### src/rtl/core/rhc_pkg.sv
`timescale 1ns / 1ps

package rhc_pkg;

  // Channel code width and derived datapath widths
  localparam int CHANNEL_BITS = 8;
  localparam int HUE_BITS     = 9;
  // Quotient bits resolved by the divider, one per pipeline stage
  localparam int QUO_BITS     = (CHANNEL_BITS > HUE_BITS) ? CHANNEL_BITS : HUE_BITS;
  // Dividend and remainder width inside the divider
  localparam int DIV_W        = QUO_BITS + CHANNEL_BITS;
  // Sector offset k * chroma + diff, below 6 * chroma
  localparam int OFS_BITS     = CHANNEL_BITS + 3;
  // Hue numerator, 60 times the sector offset
  localparam int HNUM_BITS    = OFS_BITS + 6;
  localparam int DEG_SECTOR   = 60;

  // Fields that ride alongside the division
  typedef struct packed {
    logic [CHANNEL_BITS-1:0] brightness;
    logic                    undef;
  } rhc_side_t;

  // Operands for both division lanes
  typedef struct packed {
    logic [DIV_W-1:0]        sat_num;
    logic [CHANNEL_BITS-1:0] sat_den;
    logic [DIV_W-1:0]        hue_num;
    logic [CHANNEL_BITS-1:0] hue_den;
  } rhc_div_op_t;

endpackage

### src/rtl/core/rhc_front.sv
`timescale 1ns / 1ps

module rhc_front import rhc_pkg::*; (
  input  logic                    clk_i,
  input  logic                    rst_ni,
  input  logic                    valid_i,
  output logic                    ready_o,
  input  logic [CHANNEL_BITS-1:0] red_i,
  input  logic [CHANNEL_BITS-1:0] green_i,
  input  logic [CHANNEL_BITS-1:0] blue_i,
  output logic                    valid_o,
  input  logic                    ready_i,
  output rhc_div_op_t             op_o,
  output rhc_side_t               side_o
);

  typedef enum logic [1:0] {
    SEC_RED,
    SEC_GREEN,
    SEC_BLUE
  } sector_e;

  localparam logic [2:0] MULT_RED   = 3'd0;
  localparam logic [2:0] MULT_GREEN = 3'd2;
  localparam logic [2:0] MULT_BLUE  = 3'd4;
  localparam logic [2:0] MULT_WRAP  = 3'd6;

  sector_e                        sec;
  logic        [CHANNEL_BITS-1:0] max_val;
  logic        [CHANNEL_BITS-1:0] min_val;
  logic signed [CHANNEL_BITS:0]   diff;
  logic        [2:0]              mult;

  logic                           vld_a_q, vld_b_q;
  logic                           rdy_a, rdy_b;
  logic        [CHANNEL_BITS-1:0] max_q;
  logic        [CHANNEL_BITS-1:0] chroma_q;
  logic signed [CHANNEL_BITS:0]   diff_q;
  logic        [2:0]              mult_q;

  logic        [OFS_BITS-1:0]     ofs;
  logic        [HNUM_BITS-1:0]    hue_num;
  logic        [2*CHANNEL_BITS-1:0] sat_prod;
  logic                           gray;
  rhc_div_op_t                    op_d, op_q;
  rhc_side_t                      side_d, side_q;

  // Advance a stage when it is empty or its successor moves
  assign rdy_b   = ~vld_b_q | ready_i;
  assign rdy_a   = ~vld_a_q | rdy_b;
  assign ready_o = rdy_a;

  // Pick the largest channel, ties to red then green
  always_comb begin
    if (red_i >= green_i && red_i >= blue_i) begin
      sec     = SEC_RED;
      max_val = red_i;
    end else if (green_i >= blue_i) begin
      sec     = SEC_GREEN;
      max_val = green_i;
    end else begin
      sec     = SEC_BLUE;
      max_val = blue_i;
    end
    min_val = red_i;
    if (green_i < min_val) min_val = green_i;
    if (blue_i < min_val) min_val = blue_i;
  end

  // Form the signed offset within the sector and the sector multiple
  always_comb begin
    case (sec)
      SEC_RED: begin
        diff = $signed({1'b0, green_i}) - $signed({1'b0, blue_i});
        mult = diff[CHANNEL_BITS] ? MULT_WRAP : MULT_RED;
      end
      SEC_GREEN: begin
        diff = $signed({1'b0, blue_i}) - $signed({1'b0, red_i});
        mult = MULT_GREEN;
      end
      SEC_BLUE: begin
        diff = $signed({1'b0, red_i}) - $signed({1'b0, green_i});
        mult = MULT_BLUE;
      end
      default: begin
        diff = '0;
        mult = MULT_RED;
      end
    endcase
  end

  // Stage A: extremes, chroma and sector
  always_ff @(posedge clk_i or negedge rst_ni) begin
    if (!rst_ni) begin
      vld_a_q <= 1'b0;
    end else if (rdy_a) begin
      vld_a_q <= valid_i;
    end
  end

  always_ff @(posedge clk_i) begin
    if (rdy_a && valid_i) begin
      max_q    <= max_val;
      chroma_q <= max_val - min_val;
      diff_q   <= diff;
      mult_q   <= mult;
    end
  end

  // Build both dividends; swap a zero divisor for one so the quotient is zero
  always_comb begin
    gray     = (chroma_q == '0);
    ofs      = OFS_BITS'(mult_q) * OFS_BITS'(chroma_q) + OFS_BITS'(diff_q);
    hue_num  = HNUM_BITS'(ofs) * HNUM_BITS'(DEG_SECTOR);
    sat_prod = {chroma_q, {CHANNEL_BITS{1'b0}}} - (2*CHANNEL_BITS)'(chroma_q);

    op_d.sat_num = DIV_W'(sat_prod);
    op_d.sat_den = (max_q == '0) ? CHANNEL_BITS'(1) : max_q;
    op_d.hue_num = DIV_W'(hue_num);
    op_d.hue_den = gray ? CHANNEL_BITS'(1) : chroma_q;

    side_d.brightness = max_q;
    side_d.undef      = gray;
  end

  // Stage B: division operands
  always_ff @(posedge clk_i or negedge rst_ni) begin
    if (!rst_ni) begin
      vld_b_q <= 1'b0;
    end else if (rdy_b) begin
      vld_b_q <= vld_a_q;
    end
  end

  always_ff @(posedge clk_i) begin
    if (rdy_b && vld_a_q) begin
      op_q   <= op_d;
      side_q <= side_d;
    end
  end

  assign valid_o = vld_b_q;
  assign op_o    = op_q;
  assign side_o  = side_q;

endmodule

### src/rtl/core/rhc_div.sv
`timescale 1ns / 1ps

module rhc_div import rhc_pkg::*; (
  input  logic                    clk_i,
  input  logic                    rst_ni,
  input  logic                    valid_i,
  output logic                    ready_o,
  input  rhc_div_op_t             op_i,
  input  rhc_side_t               side_i,
  output logic                    valid_o,
  input  logic                    ready_i,
  output logic [QUO_BITS-1:0]     sat_quo_o,
  output logic [QUO_BITS-1:0]     hue_quo_o,
  output rhc_side_t               side_o
);

  // Per-stage registers; remainder and divisor are not kept after the last step
  logic                    vld_q     [QUO_BITS];
  logic                    rdy       [QUO_BITS+1];
  logic [QUO_BITS-1:0]     sat_quo_q [QUO_BITS];
  logic [QUO_BITS-1:0]     hue_quo_q [QUO_BITS];
  rhc_side_t               side_q    [QUO_BITS];
  logic [DIV_W-1:0]        sat_rem_q [QUO_BITS-1];
  logic [DIV_W-1:0]        hue_rem_q [QUO_BITS-1];
  logic [CHANNEL_BITS-1:0] sat_den_q [QUO_BITS-1];
  logic [CHANNEL_BITS-1:0] hue_den_q [QUO_BITS-1];

  assign rdy[QUO_BITS] = ready_i;
  assign ready_o       = rdy[0];

  for (genvar k = 0; k < QUO_BITS; k++) begin : g_step
    localparam int Shift = QUO_BITS - 1 - k;

    logic                    vld_in;
    logic [QUO_BITS-1:0]     sat_quo_in, hue_quo_in;
    logic [DIV_W-1:0]        sat_rem_in, hue_rem_in;
    logic [CHANNEL_BITS-1:0] sat_den_in, hue_den_in;
    rhc_side_t               side_in;
    logic [DIV_W-1:0]        sat_dsh, hue_dsh;
    logic                    sat_ge, hue_ge;
    logic [DIV_W-1:0]        sat_rem_d, hue_rem_d;
    logic [QUO_BITS-1:0]     sat_quo_d, hue_quo_d;

    // Take operands from the port or the previous step
    if (k == 0) begin : g_first
      assign vld_in     = valid_i;
      assign sat_quo_in = '0;
      assign hue_quo_in = '0;
      assign sat_rem_in = op_i.sat_num;
      assign hue_rem_in = op_i.hue_num;
      assign sat_den_in = op_i.sat_den;
      assign hue_den_in = op_i.hue_den;
      assign side_in    = side_i;
    end else begin : g_next
      assign vld_in     = vld_q[k-1];
      assign sat_quo_in = sat_quo_q[k-1];
      assign hue_quo_in = hue_quo_q[k-1];
      assign sat_rem_in = sat_rem_q[k-1];
      assign hue_rem_in = hue_rem_q[k-1];
      assign sat_den_in = sat_den_q[k-1];
      assign hue_den_in = hue_den_q[k-1];
      assign side_in    = side_q[k-1];
    end

    assign rdy[k] = ~vld_q[k] | rdy[k+1];

    // Resolve one quotient bit in each lane
    always_comb begin
      sat_dsh   = DIV_W'(sat_den_in) << Shift;
      hue_dsh   = DIV_W'(hue_den_in) << Shift;
      sat_ge    = (sat_rem_in >= sat_dsh);
      hue_ge    = (hue_rem_in >= hue_dsh);
      sat_rem_d = sat_ge ? (sat_rem_in - sat_dsh) : sat_rem_in;
      hue_rem_d = hue_ge ? (hue_rem_in - hue_dsh) : hue_rem_in;
      sat_quo_d        = sat_quo_in;
      sat_quo_d[Shift] = sat_ge;
      hue_quo_d        = hue_quo_in;
      hue_quo_d[Shift] = hue_ge;
    end

    always_ff @(posedge clk_i or negedge rst_ni) begin
      if (!rst_ni) begin
        vld_q[k] <= 1'b0;
      end else if (rdy[k]) begin
        vld_q[k] <= vld_in;
      end
    end

    always_ff @(posedge clk_i) begin
      if (rdy[k] && vld_in) begin
        sat_quo_q[k] <= sat_quo_d;
        hue_quo_q[k] <= hue_quo_d;
        side_q[k]    <= side_in;
      end
    end

    // Carry remainder and divisor onward except from the last step
    if (k < QUO_BITS - 1) begin : g_carry
      always_ff @(posedge clk_i) begin
        if (rdy[k] && vld_in) begin
          sat_rem_q[k] <= sat_rem_d;
          hue_rem_q[k] <= hue_rem_d;
          sat_den_q[k] <= sat_den_in;
          hue_den_q[k] <= hue_den_in;
        end
      end
    end
  end

  assign valid_o   = vld_q[QUO_BITS-1];
  assign sat_quo_o = sat_quo_q[QUO_BITS-1];
  assign hue_quo_o = hue_quo_q[QUO_BITS-1];
  assign side_o    = side_q[QUO_BITS-1];

endmodule

### src/rtl/core/rgb_to_hsv_convert.sv
`timescale 1ns / 1ps

// RGB to HSV pixel converter.
// Input channel: in_valid_i with red_i, green_i, blue_i; a transaction
// completes on a rising edge with in_valid_i high and in_stall_o low.
// Output channel: out_valid_o with hue_o (degrees 0..359), saturation_o,
// brightness_o and hue_undefined_o; a transaction completes with
// out_valid_o high and out_stall_i low.
// Two stages find the extremes and build the dividends, then a restoring
// divider resolves one quotient bit per stage for saturation and hue side
// by side. Throughput is one pixel per cycle while out_stall_i is low;
// the divider pipeline sets the depth.
// Gray and black pixels give hue 0, saturation 0 and hue_undefined_o high.
// Reset clears every stage valid bit, so no transaction is presented
// until new pixels arrive.
// When out_stall_i is held, empty stages still fill, so in_stall_o rises
// only once every stage holds a pixel; nothing is lost or repeated.
module rgb_to_hsv_convert import rhc_pkg::*; (
  input  logic                    clk_i,
  input  logic                    rst_ni,
  input  logic                    in_valid_i,
  output logic                    in_stall_o,
  input  logic [CHANNEL_BITS-1:0] red_i,
  input  logic [CHANNEL_BITS-1:0] green_i,
  input  logic [CHANNEL_BITS-1:0] blue_i,
  output logic                    out_valid_o,
  input  logic                    out_stall_i,
  output logic [HUE_BITS-1:0]     hue_o,
  output logic [CHANNEL_BITS-1:0] saturation_o,
  output logic [CHANNEL_BITS-1:0] brightness_o,
  output logic                    hue_undefined_o
);

  logic                front_rdy;
  logic                op_vld, op_rdy;
  rhc_div_op_t         op;
  rhc_side_t           side_front, side_out;
  logic [QUO_BITS-1:0] sat_quo, hue_quo;

  rhc_front u_front (
    .clk_i   (clk_i),
    .rst_ni  (rst_ni),
    .valid_i (in_valid_i),
    .ready_o (front_rdy),
    .red_i   (red_i),
    .green_i (green_i),
    .blue_i  (blue_i),
    .valid_o (op_vld),
    .ready_i (op_rdy),
    .op_o    (op),
    .side_o  (side_front)
  );

  rhc_div u_div (
    .clk_i     (clk_i),
    .rst_ni    (rst_ni),
    .valid_i   (op_vld),
    .ready_o   (op_rdy),
    .op_i      (op),
    .side_i    (side_front),
    .valid_o   (out_valid_o),
    .ready_i   (~out_stall_i),
    .sat_quo_o (sat_quo),
    .hue_quo_o (hue_quo),
    .side_o    (side_out)
  );

  // Trim quotients to the result widths
  assign in_stall_o      = ~front_rdy;
  assign hue_o           = hue_quo[HUE_BITS-1:0];
  assign saturation_o    = sat_quo[CHANNEL_BITS-1:0];
  assign brightness_o    = side_out.brightness;
  assign hue_undefined_o = side_out.undef;

endmodule

### config.mk
export PLATFORM = sky130hd
export DESIGN_NAME = rgb_to_hsv_convert
export DESIGN_NICKNAME = d
export VERILOG_FILES = /design/src/rtl/core/rhc_pkg.sv /design/src/rtl/core/rhc_front.sv /design/src/rtl/core/rhc_div.sv /design/src/rtl/core/rgb_to_hsv_convert.sv
export SDC_FILE = /design/constraint.sdc
export NUM_CORES = 1
export LEC_CHECK = 0
export BUFFER_PORTS_ARGS = -buffer_cell sky130_fd_sc_hd__buf_2
export CORE_MARGIN = 4
export CORE_UTILIZATION = 57
export DETAILED_ROUTE_END_ITERATION = 10
export GPL_ROUTABILITY_DRIVEN = 0
export PLACE_DENSITY = 0.76
export SLEW_MARGIN = 20
export SYNTH_ARGS = -nofsm -noshare
export SYNTH_HDL_FRONTEND = slang
export SYNTH_SLANG_ARGS = --single-unit
### constraint.sdc
create_clock -name clk_i -period 5.9 [get_ports clk_i]
set_input_delay 0.59 -clock clk_i [delete_from_list [all_inputs] [get_ports clk_i]]
set_output_delay 0.59 -clock clk_i [all_outputs]
set_load 0.02 [all_outputs]
==> After elaboration in Yosys (flattened, before gate mapping) <==
Memory sizes are Yosys's and may differ from the RTL's.
Cells that the tools add are included.
{ "word_totals": {"elab_cells": 159, "ram_bits": 643, "register_bits": 95, "out_inout_bits": 28, "inputBits": 28, "mem_count": 7} }
{ "classes": {"n_bitwise": 24, "reduce_logical": 15, "magnitude_cmp": 23, "addsub": 22, "mux": 43, "n_eq_ne": 2, "mul": 2} }
{ "memory_table": {"columns": ["name", "depth", "word_bits", "rd", "rd_ports_with_merged_regs", "write_ports", "line", "rtl"], "rows": [
  ["u_div.hue_rem_q", 8, 17, 8, 0, 8, "rhc_div.sv:24", "logic [DIV_W-1:0] hue_rem_q [QUO_BITS-1];"],
  ["u_div.sat_rem_q", 8, 17, 8, 0, 8, "rhc_div.sv:23", "logic [DIV_W-1:0] sat_rem_q [QUO_BITS-1];"],
  ["u_div.hue_quo_q", 9, 9, 9, 0, 9, "rhc_div.sv:21", "logic [QUO_BITS-1:0] hue_quo_q [QUO_BITS];"],
  ["u_div.sat_quo_q", 9, 9, 9, 0, 9, "rhc_div.sv:20", "logic [QUO_BITS-1:0] sat_quo_q [QUO_BITS];"],
  ["u_div.side_q", 9, 9, 9, 0, 9, "rhc_div.sv:22", "rhc_side_t side_q [QUO_BITS];"],
  ["u_div.hue_den_q", 8, 8, 8, 0, 8, "rhc_div.sv:26", "logic [CHANNEL_BITS-1:0] hue_den_q [QUO_BITS-1];"],
  ["1 more memories", null, null, null, null, null, null, null]
]} }
{ "op_table": {"columns": ["cell", "count"], "rows": [
  ["$mux W17", 16],
  ["$ge A17 B10 Y1", 2],
  ["$ge A17 B11 Y1", 2],
  ["$ge A17 B12 Y1", 2],
  ["$ge A17 B13 Y1", 2],
  ["$ge A17 B14 Y1", 2],
  ["$ge A17 B15 Y1", 2],
  ["$ge A17 B8 Y1", 2],
  ["$ge A17 B9 Y1", 2],
  ["$sub A17 B10 Y17", 2],
  ["$sub A17 B11 Y17", 2],
  ["$sub A17 B12 Y17", 2],
  ["$sub A17 B13 Y17", 2],
  ["$sub A17 B14 Y17", 2],
  ["$sub A17 B15 Y17", 2],
  ["$sub A17 B9 Y17", 2],
  ["$mux W8", 4],
  ["$pmux W9 S3", 1],
  ["$sub A8 B8 Y9", 3],
  ["$ge A8 B8 Y1", 3],
  ["$mux W1", 18],
  ["$ge A17 B16 Y1", 1],
  ["$sub A16 B16 Y17", 1],
  ["$sub A17 B16 Y17", 1],
  ["other kinds (17)", 53]
]} }

==> Logic depth before layout (Yosys ltp) <==
{ "depth": {"word_depth": 13, "ltp_mapped": 27, "mapped_depth_nobuf": 26} }

==> Hierarchy <==
Synthesis repeated with hierarchy kept, for this count alone.
{ "unflattened": {"hier_cells": 2674, "hier_area_um2": 33772.4} }
{ "modules_own_cells": {"columns": ["module", "n_inst", "area_per_inst_um2", "cells_per_inst"], "rows": [
  ["rhc_div", 1, 27037.2, 2018],
  ["rhc_front", 1, 6727.7, 654],
  ["rgb_to_hsv_convert", 1, 7.5, 2]
]} }

==> Least setup slack after synthesis <==
OpenSTA, ideal clock, no wires.
{ "synth_path": {"path_type": "input-to-reg", "from": "input out_stall_i", "to": "memory u_div.hue_den_q[2][0], in the netlist u_div.hue_den_q[0][16] (enable)", "required_time_ns": 5.323, "n_path_buf": 0, "setup_slack_ns": -0.342, "cell_stages": 5, "t_arrival_ns": 5.665, "path_cell_list": "nand4_1 -> inv_1 -> and3_1 -> and2_1 -> a21boi_0"} }
{ "synth_lines": {"columns": ["element", "line", "rtl"], "rows": [
  ["start: declaration", "rgb_to_hsv_convert.sv:27", "input logic out_stall_i,"],
  ["end: declaration", "rhc_div.sv:26", null]
]} }

==> Worst setup path in the final report <==
{ "layout_path": {"from": "register u_front.chroma_q[2]", "to": "register u_front.op_q, in the netlist u_front.op_o[24], data pin"} }
{ "layout_between": {"elab_chain_len": 3} }
{ "layout_lines": {"columns": ["element", "line", "rtl"], "rows": [
  ["start: declaration", "rhc_front.sv:37", "logic [CHANNEL_BITS-1:0] chroma_q;"],
  ["start signal: assignment", "rhc_front.sv:104", "chroma_q <= max_val - min_val;"],
  ["$mul A3 B8 Y11", "rhc_front.sv:113", "ofs = OFS_BITS'(mult_q) * OFS_BITS'(chroma_q) + OFS_BITS'(diff_q);"],
  ["$add A11 B11 Y11", "rhc_front.sv:113", null],
  ["$mul A11 B4 Y15", "rhc_front.sv:114", "hue_num = HNUM_BITS'(ofs) * HNUM_BITS'(DEG_SECTOR);"],
  ["net u_front.hue_num[16]", "rhc_front.sv:42", "logic [HNUM_BITS-1:0] hue_num;"],
  ["end signal: assignment", "rhc_front.sv:137", "op_q <= op_d;"],
  ["end: declaration", "rhc_front.sv:45", "rhc_div_op_t op_d, op_q;"]
]} }
The timed path passes the listed nets, and every way through them passes these cells.
A chain may end at the register's enable or synchronous reset.

==> impl_metrics.ini <==
[worst_setup_path]
path_cells = and2_1, ha_1, fa_1, ha_1, a21o_1, a21oi_1, o21bai_1, a21oi_1, o21bai_1, a21oi_1, xnor2_1, inv_1, fa_1, inv_1, ha_1, ha_1, nand3_1, nand2_1, a41oi_1, a21oi_1, xor2_1
critPathKind = reg -> reg
path_buf_inv = 2
path_max_fanout = 7
cpPeakStageDelay_ns = 0.57
cp-end-kind = flip-flop
slowest_stage = fa_1
cp_top_family = adder cells
arrival_ns = 5.73
startpoint_type = flip-flop
required_ns = 6.24

[synthesis]
ys_async_sr_fraction = 0.0172
synth_area_per_cell_um2 = 12.3
synth_nets = 2942
seq_area_frac_synth = 0.589
ys_top_cells_by_area = edfxtp_1 58%, ha_1 8.4%, inv_1 3.7%
synth_enable_flop_cells = 630
syn_inst = 2650
synth_area_leader_cell = edfxtp_1
yosys.area.top_type_share = 0.580
synth_warnings = 0
syn_area_um2 = 32600
synth-seq-cells = 641
synth_ff_type = edfxtp_1
synth.distinct_cells = 70

[clocking]
cts_setup_buffers = 0
postCtsHoldBufs = 1
clk_pin_slew_ns = 0.06
clkLatencyLatePin_ns = 0.60
cts.sinks = 641
tritoncts = done
cts_htree_levels = 3
numCtsBuffers = 68
cts_root_buffer = clkbuf_16
post_cts_resized = 0
ctsLongestPathBuffers = 3

[timing]
period_needed_ns = 5.40
finalSetupViolCount = 0
fmax_mhz = 185
worst_slew_pin_slew_ns = 1.03
fin_crit_sh = 0.914
tns_ns = 0
hold_violations = 0
slew-limit-headroom = 0.311
drv_slew = 0
rsz0062_at_grt = no
fin_skew_ns = 0.0285

[drt]
via_per_inst = 5.59
wl_um = 55500
vias = 19900
dr.pass1.iters = 7
ant_nets = 0
drt_iter0_drc = 1032
route.detailed.drc = 0
wire_per_inst_um = 15.6

[floorplan]
core.rowCount = 87
die_w_um = 247
core_um2 = 56500
ios = 56
initial_utilization = 0.577
die_h_um = 247
die-area_um2 = 61100

[global_routing]
met2_usage = 0.350
first_global_vias = 20600
antenna_found_initial = 0
grt_pass1_wl_um = 94100
grt_use_total = 0.186
grt_busiest_layer = met2
grt_max_degree = 74
grt_overflow = 0
met3_usage = 0.0336
grt_use_met1 = 0.202

[outcome]
run_status = completed

[finish]
nNetsFinal = 3037
drive_gt1_frac = 0.0950
syn2layout_area_growth_pct = 11.0
antenna_cells = 0

[placement]
io_buffers = 55
hpwl_um = 41200

[flow_run]
cap_violations = 0

[worst_hold_path]
hp-class = in -> reg
## cell families after synthesis
kind of cell	share of synthesized area
xor+xnor	0.0400
simple gates	0.100
fa+ha+maj	0.111
compound gates	0.0979
mux	0.0182
flops	0.589
buf+inv	0.0436
## state kept, by name, indices dropped and copies added, names as in the netlist, 8 cells and up
register             flops
u_div.hue_rem_q        121
u_front.side_o           9
u_div.hue_quo_q         45
u_front.op_o            47
u_div.hue_den_q         64
u_div.sat_rem_q        136
u_front.max_q            8
u_div.sat_quo_q         36
u_div.side_q            81
u_front.diff_q           9
u_front.chroma_q         8
u_div.g_step.vld_in      8
u_div.sat_den_q         64
## layer usage
layer	vias up	share of wire
li1	9742	-
met5	-	0
met4	0	0.044
met1	9487	0.39
met3	187	0.038
met2	463	0.52
## cell type report
cell class / count / area [um2]
inverter: 321 / 1200
sequential: 641 / 19200
timing repair buffer: 76 / 435
clock buffer: 89 / 1850
multi-input combinational: 1637 / 12100
tap: 756 / 946
clock inverter: 37 / 484
fill: 4013 / 20300
## worst register-to-register path: stages, from the launching register on
cell	delay, ns
edfxtp_1	0.50
and2_1	0.21
ha_1	0.29
fa_1	0.49
ha_1	0.30
a21o_1	0.15
a21oi_1	0.21
o21bai_1	0.09
a21oi_1	0.23
o21bai_1	0.12
a21oi_1	0.20
xnor2_1	0.26
inv_1	0.20
fa_1	0.57
inv_1	0.04
ha_1	0.29
ha_1	0.37
nand3_1	0.10
nand2_1	0.05
a41oi_1	0.21
a21oi_1	0.12
xor2_1	0.15
## cells in the mapped netlist (all sizes together) (9+ instances only)
cell type / count
a211oi: 14
a21boi: 31
a21o: 45
a21oi: 155
a31oi: 9
and2: 24
clkbuf: 48
dfrtp: 11
edfxtp: 630
fa: 44
ha: 220
inv: 321
mux2: 35
mux2i: 20
nand2: 161
nand2b: 30
nand3: 21
nand4: 24
nor2: 162
nor2b: 52
nor3: 55
nor4: 31
o211ai: 10
o21a: 28
o21ai: 151
o21bai: 12
o31ai: 32
or2: 20
or3: 20
or4: 14
xnor2: 90
xor2: 59
## cells in the final DEF (no fill, tap or decap), types with 11 or more instances in the layout
cell,netlist,routed
nand4_1,24,24
mux2i_1,20,20
inv_1,321,321
nand3_1,21,21
nor3_1,55,55
nor2_1,161,161
a21o_1,45,45
or2_2,19,19
a211oi_1,14,14
o21bai_1,12,12
clkbuf_1,48,17
nand2b_1,30,30
nand2_1,161,161
a21oi_1,147,147
dfrtp_1,11,11
or4_1,13,13
nor4_1,31,30
o21ai_0,150,150
and2_1,24,19
buf_2,0,55
mux2_2,35,35
xor2_1,59,59
edfxtp_1,630,630
or3_1,19,19
o21a_1,28,28
nor2b_1,52,49
fa_1,44,44
xnor2_1,90,90
clkbuf_16,0,71
ha_1,220,220
buf_4,0,20
a21boi_0,31,29
o31ai_1,32,32
## path summary, 6_finish.rpt
check                      slack, ns                      to                 from  cells after the start
max                             0.50        u_front.op_o[24]  u_front.chroma_q[2]                     21
max reg2reg                     0.50        u_front.op_o[24]  u_front.chroma_q[2]                     21
min reg2reg                     0.40     u_div.side_q[0][25]  u_div.side_q[0][16]                      0
min                             0.21         u_front.vld_a_q           in_valid_i                      2
min in group asynchronous       0.39  u_div.g_step[6].vld_in               rst_ni                      2
max in group asynchronous       5.29  u_div.g_step[2].vld_in               rst_ni                      2
## through the flow
stage	hold WS, ns	std cells	setup slack (ns)	area, um2	utilization
2_1_floorplan	0.294	2650	0.383	32600	-
3_3_place_gp	0.403	3430	0.354	33800	0.599
3_5_place_dp	0.405	3430	0.139	33800	0.599
4_1_cts	0.175	3557	0.516	36200	0.641
5_1_grt	0.197	3557	0.0322	36200	0.641
6_report	0.206	3557	0.505	36200	0.641
Power is left out: the tool's default activity adds up to more than one toggle a clock period on the data nets, which glitch-free logic cannot reach.
